==> config.mk <==
export PLATFORM = sky130hd
export DESIGN_NAME = lprr_ctrl
export DESIGN_NICKNAME = d
export VERILOG_FILES = /design/src/hdl/lprr_pkg.sv /design/src/hdl/lprr_ctrl.sv
export SDC_FILE = /design/constraint.sdc
export NUM_CORES = 1
export LEC_CHECK = 0
export BUFFER_PORTS_ARGS = -buffer_cell sky130_fd_sc_hd__buf_2
export CAP_MARGIN = 10
export CORE_UTILIZATION = 40
export DETAILED_ROUTE_END_ITERATION = 16
export PLACE_DENSITY = 0.64
export SETUP_SLACK_MARGIN = 0.4
export SYNTH_ARGS = -nofsm -noshare
export SYNTH_HDL_FRONTEND = slang
export SYNTH_SLANG_ARGS = --single-unit
==> constraint.sdc <==
create_clock -name i_clk -period 4.18 [get_ports i_clk]
set_input_delay 0.836 -clock i_clk [delete_from_list [all_inputs] [get_ports i_clk]]
set_output_delay 0.836 -clock i_clk [all_outputs]
set_load 0.02 [all_outputs]
==> src/hdl/lprr_pkg.sv <==
// Package for the length-prefixed record ring: command and status codes,
// and the structs that join the controller to the datapath.
// No dependencies.
`timescale 1ns / 1ps
`default_nettype none

package lprr_pkg;

    // Request actions.
    localparam logic [1:0] ACT_PUSH  = 2'd0;
    localparam logic [1:0] ACT_POP   = 2'd1;
    localparam logic [1:0] ACT_CLEAR = 2'd2;

    // Result status codes.
    localparam logic [1:0] ST_OK       = 2'd0;
    localparam logic [1:0] ST_PUSH_REJ = 2'd1;
    localparam logic [1:0] ST_BUSY     = 2'd2;
    localparam logic [1:0] ST_POP_FAIL = 2'd3;

    // Datapath command codes.
    typedef logic [3:0] t_cmd_code;
    localparam t_cmd_code CMD_NONE      = 4'd0;
    localparam t_cmd_code CMD_LATCH     = 4'd1;
    localparam t_cmd_code CMD_CLEAR     = 4'd2;
    localparam t_cmd_code CMD_PUSH_BYTE = 4'd3;
    localparam t_cmd_code CMD_WR_LO     = 4'd4;
    localparam t_cmd_code CMD_WR_HI     = 4'd5;
    localparam t_cmd_code CMD_FIRST     = 4'd6;
    localparam t_cmd_code CMD_RD_LEN0   = 4'd7;
    localparam t_cmd_code CMD_RD_LEN1   = 4'd8;
    localparam t_cmd_code CMD_RD_LEN2   = 4'd9;
    localparam t_cmd_code CMD_DROP      = 4'd10;
    localparam t_cmd_code CMD_POP_START = 4'd11;
    localparam t_cmd_code CMD_RD_BYTE   = 4'd12;
    localparam t_cmd_code CMD_POP_BYTE  = 4'd13;
    localparam t_cmd_code CMD_EMIT      = 4'd14;

    // One command per cycle, with an optional write of the result status.
    typedef struct packed {
        t_cmd_code  code;
        logic       st_we;
        logic [1:0] st;
    } t_cmd;

    // Datapath flags that steer the controller.
    typedef struct packed {
        logic [1:0] act;
        logic       push_busy;
        logic       pop_busy;
        logic       bad_len;
        logic       room_ok;
        logic       cant_drop;
        logic       corrupt;
        logic       pop_bad;
        logic       len_zero;
        logic       out_free;
    } t_dp_status;

endpackage

`default_nettype wire

==> src/hdl/lprr_ctrl.sv <==
// Controller of the record ring: sequences each request through the
// datapath with one command per cycle. Depends on lprr_pkg.
`timescale 1ns / 1ps
`default_nettype none

module lprr_ctrl
    import lprr_pkg::*;
(
    input  wire logic       i_clk,
    input  wire logic       i_rst_n,
    input  wire logic       i_valid,
    output logic            o_ready,
    input  wire t_dp_status i_dp,
    output t_cmd            o_cmd
);

    localparam logic [3:0] S_IDLE   = 4'd0;
    localparam logic [3:0] S_DECODE = 4'd1;
    localparam logic [3:0] S_CHECK  = 4'd2;
    localparam logic [3:0] S_RA0    = 4'd3;
    localparam logic [3:0] S_RA1    = 4'd4;
    localparam logic [3:0] S_RA2    = 4'd5;
    localparam logic [3:0] S_EVAL   = 4'd6;
    localparam logic [3:0] S_WLO    = 4'd7;
    localparam logic [3:0] S_WHI    = 4'd8;
    localparam logic [3:0] S_WFIRST = 4'd9;
    localparam logic [3:0] S_RB0    = 4'd10;
    localparam logic [3:0] S_RB1    = 4'd11;
    localparam logic [3:0] S_DONE   = 4'd12;

    logic [3:0] r_state;
    logic [3:0] n_state;

    // Next state and command.
    always_comb begin
        n_state     = r_state;
        o_cmd.code  = CMD_NONE;
        o_cmd.st_we = 1'b0;
        o_cmd.st    = ST_OK;
        o_ready     = 1'b0;
        unique case (r_state)
            S_IDLE: begin
                o_ready = 1'b1;
                if (i_valid) begin
                    o_cmd.code = CMD_LATCH;
                    n_state    = S_DECODE;
                end
            end
            S_DECODE: begin
                n_state = S_DONE;
                unique case (i_dp.act)
                    ACT_PUSH: begin
                        if (i_dp.pop_busy) begin
                            o_cmd.st_we = 1'b1;
                            o_cmd.st    = ST_BUSY;
                        end else if (i_dp.push_busy) begin
                            o_cmd.code = CMD_PUSH_BYTE;
                        end else if (i_dp.bad_len) begin
                            o_cmd.st_we = 1'b1;
                            o_cmd.st    = ST_PUSH_REJ;
                        end else begin
                            n_state = S_CHECK;
                        end
                    end
                    ACT_POP: begin
                        if (i_dp.push_busy) begin
                            o_cmd.st_we = 1'b1;
                            o_cmd.st    = ST_BUSY;
                        end else if (i_dp.pop_busy) begin
                            n_state = S_RB0;
                        end else if (i_dp.cant_drop) begin
                            o_cmd.st_we = 1'b1;
                            o_cmd.st    = ST_POP_FAIL;
                        end else begin
                            n_state = S_RA0;
                        end
                    end
                    ACT_CLEAR: begin
                        o_cmd.code = CMD_CLEAR;
                    end
                    default: begin
                    end
                endcase
            end
            S_CHECK: begin
                if (i_dp.room_ok) begin
                    n_state = S_WLO;
                end else if (i_dp.cant_drop) begin
                    o_cmd.st_we = 1'b1;
                    o_cmd.st    = ST_PUSH_REJ;
                    n_state     = S_DONE;
                end else begin
                    n_state = S_RA0;
                end
            end
            S_RA0: begin
                o_cmd.code = CMD_RD_LEN0;
                n_state    = S_RA1;
            end
            S_RA1: begin
                o_cmd.code = CMD_RD_LEN1;
                n_state    = S_RA2;
            end
            S_RA2: begin
                o_cmd.code = CMD_RD_LEN2;
                n_state    = S_EVAL;
            end
            S_EVAL: begin
                if (i_dp.act == ACT_PUSH) begin
                    // A corrupt oldest length wipes the ring and rejects the push.
                    if (i_dp.corrupt) begin
                        o_cmd.code  = CMD_CLEAR;
                        o_cmd.st_we = 1'b1;
                        o_cmd.st    = ST_PUSH_REJ;
                        n_state     = S_DONE;
                    end else begin
                        o_cmd.code = CMD_DROP;
                        n_state    = S_CHECK;
                    end
                end else if (i_dp.pop_bad) begin
                    o_cmd.st_we = 1'b1;
                    o_cmd.st    = ST_POP_FAIL;
                    n_state     = S_DONE;
                end else begin
                    o_cmd.code = CMD_POP_START;
                    n_state    = i_dp.len_zero ? S_DONE : S_RB0;
                end
            end
            S_WLO: begin
                o_cmd.code = CMD_WR_LO;
                n_state    = S_WHI;
            end
            S_WHI: begin
                o_cmd.code = CMD_WR_HI;
                n_state    = S_WFIRST;
            end
            S_WFIRST: begin
                o_cmd.code = CMD_FIRST;
                n_state    = S_DONE;
            end
            S_RB0: begin
                o_cmd.code = CMD_RD_BYTE;
                n_state    = S_RB1;
            end
            S_RB1: begin
                o_cmd.code = CMD_POP_BYTE;
                n_state    = S_DONE;
            end
            S_DONE: begin
                if (i_dp.out_free) begin
                    o_cmd.code = CMD_EMIT;
                    n_state    = S_IDLE;
                end
            end
            default: begin
                n_state = S_IDLE;
            end
        endcase
    end

    // State register.
    always_ff @(posedge i_clk) begin
        if (!i_rst_n) begin
            r_state <= S_IDLE;
        end else begin
            r_state <= n_state;
        end
    end

endmodule

`default_nettype wire

# Word-level counts from Yosys, hierarchy flattened
# Cells that the tools add are included.
[op_classes]
muxes = 37
n_eq_ne = 16
reduce_logical = 4
[op_table]
columns = ["operator", "count"]
rows = [
  ["4-bit one-hot mux with 12 select lines", 2],
  ["4-bit 2-to-1 mux", 15],
  ["3-bit 2-to-1 mux", 12],
  ["4-bit == test (second input constant)", 5],
  ["4-bit by 3-bit == test with 1-bit output (second input constant)", 4],
  ["4-bit one-hot mux with 2 select lines", 2],
  ["3-bit one-hot mux with 3 select lines", 1],
  ["4-bit by 2-bit == test with 1-bit output (second input constant)", 2],
  ["7-bit 2-to-1 mux", 1],
  ["3-bit one-hot mux with 2 select lines", 1],
  ["4-bit by 1-bit == test with 1-bit output (second input constant)", 1],
  ["4-bit zero test", 1],
  ["2-bit inequality test (second input constant)", 2],
  ["2-bit by 1-bit == test with 1-bit output (second input constant)", 1],
  ["2-bit == test (second input constant)", 1],
  ["2-bit zero test", 1],
  ["1-bit 2-to-1 mux", 2],
  ["2-bit 2-to-1 mux", 1],
  ["2-bit AND reduction", 1],
  ["2-bit OR reduction", 1],
]
[word_totals]
regBits = 4
output_inout_bits = 8
wordCells = 58

# Depth between registers and ports, before layout
[depth]
depth_word = 5
depth_mapped = 5
ltp_nobuf = 4

# Worst setup path after synthesis
# No wires, ideal clock.
[synth_timing]
path_kind = "input to output"
from = "input i_dp[9] (netlist bit)"
to = "output o_cmd[6] (netlist bit)"
path_slack_ns = 1.472
t_arrival_ns = 1.872
required_time_ns = 3.344
stages = 5
path_cell_list = "buf_2 o21a_1 o31ai_1 nand2b_1 a31oi_1"
[synth_lines]
columns = ["element", "line_no", "source"]
rows = [
  ["start, declared", "lprr_ctrl.sv:13", "input wire t_dp_status i_dp,"],
  ["end, declared", "lprr_ctrl.sv:14", "output t_cmd o_cmd"],
]

==> impl_summary.md <==
Min path
The type of the most critical hold path is reg -> reg.

Route
The detail route stage leaves a number of antenna-violating nets equal to 0. The final wirelength is 1690 microns. The iteration-0 DRC count of the detailed router is 25. The total via count in the routed design is 751. In the final routed layout, each cell accounts on average for 13.6 microns. For this run, design rule violations remaining after detail routing come to 0. The first TritonRoute pass finished after 5 iterations. The average via count per standard cell is 6.06.

Timing
The max-slew headroom at the worst pin is 59.6%. Setup repair after global routing left no endpoint under its margin. The achievable clock frequency is 0.353 GHz. The count of final hold-check violations was 0. In the finished design, the share of the clock period the worst path needs comes to 67.8%. After routing, the total negative slack on setup checks comes to 0 ns. The count of pins over their slew limit is 0. The final setup violation count is 0. The clock period could shrink to 2.83 ns. At the pin with the least slew margin, the transition time is 0.606 ns. The largest clock skew in the final design is 0.00272 ns.

Setup path
The kind of launch point of the worst setup path is an input pin. The data arrival time of the critical path is 2.00 ns. The category of the critical setup timing path is in -> out. The critical path capture point type is an output port. The worst path required time is 3.34 ns. The highest net fanout along the worst path is 11.

CTS
The root buffer cell chosen for the clock tree is sky130_fd_sc_hd__clkbuf_4. The number of hold buffers added after CTS was 0. The insertion delay of the later-clocked pin in the worst-skew pair is 0.24 ns. Buffers inserted during clock tree synthesis total 3. Clock-pin slew was measured on the worst setup and hold paths at 0.04 ns. The clock tree from TritonCTS is built. Buffers added to address setup during post-CTS repair amount to 0. Counting every sink on the clock net gives 4. The post-cts sizing count is 0. The total number of H-tree levels is 1. The buffer depth of the longest clock path is 2.

Final layout
Once layout is complete, the cells apart from fillers number 124. The number of antenna diodes in the final layout is 0. The area added between synthesis and finish is 17.3%. The register with the most flip-flops in the final layout is r_state. The flip-flop count of the largest register, all copies and words added is 4. The ratio of cells with drive above 1 in the final layout is 28.7%. With fillers left out, the area of the finished cells amounts to 753 sq um.

In the final layout, the registers with the most flip-flops are r_state (4). The number of filler instances in the final layout is 163. At the end of the flow, the number of nets in the layout was 124.

Placement
The final weighted congestion in routability-driven placement is 0.918. Including well taps, the total number of placed cells is 121. The placed standard-cell area is 731 sq um. The wire-length estimate of the detail-placed layout is 1270 microns. Port buffering added 21 buffers.

GRT
In the global route stage, overall resource usage came out at 20.8%. The number of antenna violations at the first check in global routing is 0. The via count of the first global-routing pass is 646. For this run the aggregate overflow at the end of global routing stands at 0. The wire length of the first global-routing pass is 2840 microns. Entering global routing, the biggest net connects 21 pins.

Logic synthesis
The cell area after synthesis is 642 sq um. The count of flip-flops with a built-in enable after synthesis is 0. The number of flip-flops and latches in the synthesized netlist is 4.

Counting flops with an async set or reset pin after synthesis yields a share of 0%. Sorting the synthesized cells by area gives the leading types as sky130_fd_sc_hd__dfxtp_1 (12%), sky130_fd_sc_hd__nand2b_1 (7.8%), sky130_fd_sc_hd__a31oi_1 (5.8%), sky130_fd_sc_hd__a21oi_1 (4.7%), sky130_fd_sc_hd__o21ai_0 (4.7%). In this run, distinct cell masters in the synthesized netlist total 42. Each instance of the synthesized netlist takes up on average 7.05 sq um. After synthesis, flip-flops and latches occupy 12.5% of the total area. The most frequently used flop master after synthesis is sky130_fd_sc_hd__dfxtp_1. The number of warning messages in the yosys log is 0. Summed over all instances, the cell type with the most area after synthesis is sky130_fd_sc_hd__dfxtp_1. Among all cell types in the netlist, the one instantiated most often is sky130_fd_sc_hd__nand2b_1. Synthesis produced 91 cells. The area fraction of the dominant cell type after synthesis is 12.5%.

The number of nets in the synthesized netlist is 105.

Pwr
The static leakage is 0.318 nW. The maximum VDD drop is 0.235 mV. The areal power density over the cells is 575 nW/um^2.

Die
The floorplan has 14 rows. The area of the die is 1770 sq um. During I/O placement, the number of pins put on the boundary was 22. The chip width is 42.1 microns.

The region available for standard cell placement spans 1510 sq um. For this configuration, the core starts out at a cell density of 42.6%. The die outline height is 42.1 microns.

Run
Max-cap violations in this run came to 0.

Run status
The run finished with clean final reports.
metal layers:
layer  share of wire, %  routed length (microns)  GRT usage (%)  vias up
met5                  0                        0              0        -
met4                2.0                       34           11.3        0
met3                3.9                       66           2.59        6
met2                 45                      757           30.9       21
met1                 49                      828           29.0      339
li1                   -                        -              -      385
placed cells by master (no fill, tap or decap), drive strengths merged, types with 2 or more instances in the layout:
cell type  count
a21oi          7
a31oi          6
buf           21
clkbuf         3
dfxtp          4
inv            2
nand2          6
nand2b         8
nand3          3
nand3b         2
nor2           6
nor2b          4
nor3           2
nor3b          2
nor4           2
o21ai          6
o31ai          3
or3            2
final cells by class:
cell class	count	area, sq um	share of cell area (%)
clock buffers	3	22.5	2.99
flip-flops and latches	4	80.1	10.6
inverters	2	7.51	0.997
multi-input cells	78	518	68.8
repair buffers	21	105	14.0
well taps	16	20.0	2.66
cell families (layout without fill, tap and decap cells):
group           count (synthesis)  count (layout)  share of synthesized area (%)
simple gates                   42              42                           39.6
buf+inv                         9              26                           6.82
compound gates                 35              35                           39.6
mux                             1               1                           1.56
flops                           4               4                           12.5
critical path, cell delays in order:
cell and delay [ns]:
sky130_fd_sc_hd__buf_2 0.17, sky130_fd_sc_hd__nor2_1 0.31, sky130_fd_sc_hd__o31ai_1 0.11, sky130_fd_sc_hd__and2_1 0.16, sky130_fd_sc_hd__a311o_1 0.25, sky130_fd_sc_hd__buf_2 0.16
final timing paths:
kind,from,endpoint,slack (ns),cells past startpoint
worst max-delay path,i_dp[9],o_cmd[3],1.35,6
worst min-delay path,r_state[2],r_state[3],0.75,1
worst max register to register,r_state[0],r_state[0],2.57,4
worst min register to register,r_state[2],r_state[3],0.75,1
where the power goes:
part | internal, W | switching (W)
clock network | 0.0000322 | 0.0000171
registers | 0.0000546 | 0.0000697
logic | 0.000115 | 0.000144
stage by stage:
| stage | util (%) | hold slack (ns) | setup slack [ns] | power [W] |
|---|---|---|---|---|
| after floorplan | - | 0.627 | 1.47 | 0.000323 |
| after global routing | 50.0 | 0.836 | 1.20 | 0.000479 |
| after CTS | 50.0 | 0.748 | 1.34 | 0.000435 |
| after detailed placement | 48.5 | 0.732 | 1.35 | 0.000382 |
| after global placement | 48.5 | 0.738 | 1.35 | 0.000383 |
| final | 50.0 | 0.751 | 1.35 | 0.000433 |
Power figures use the tool's default switching activity.
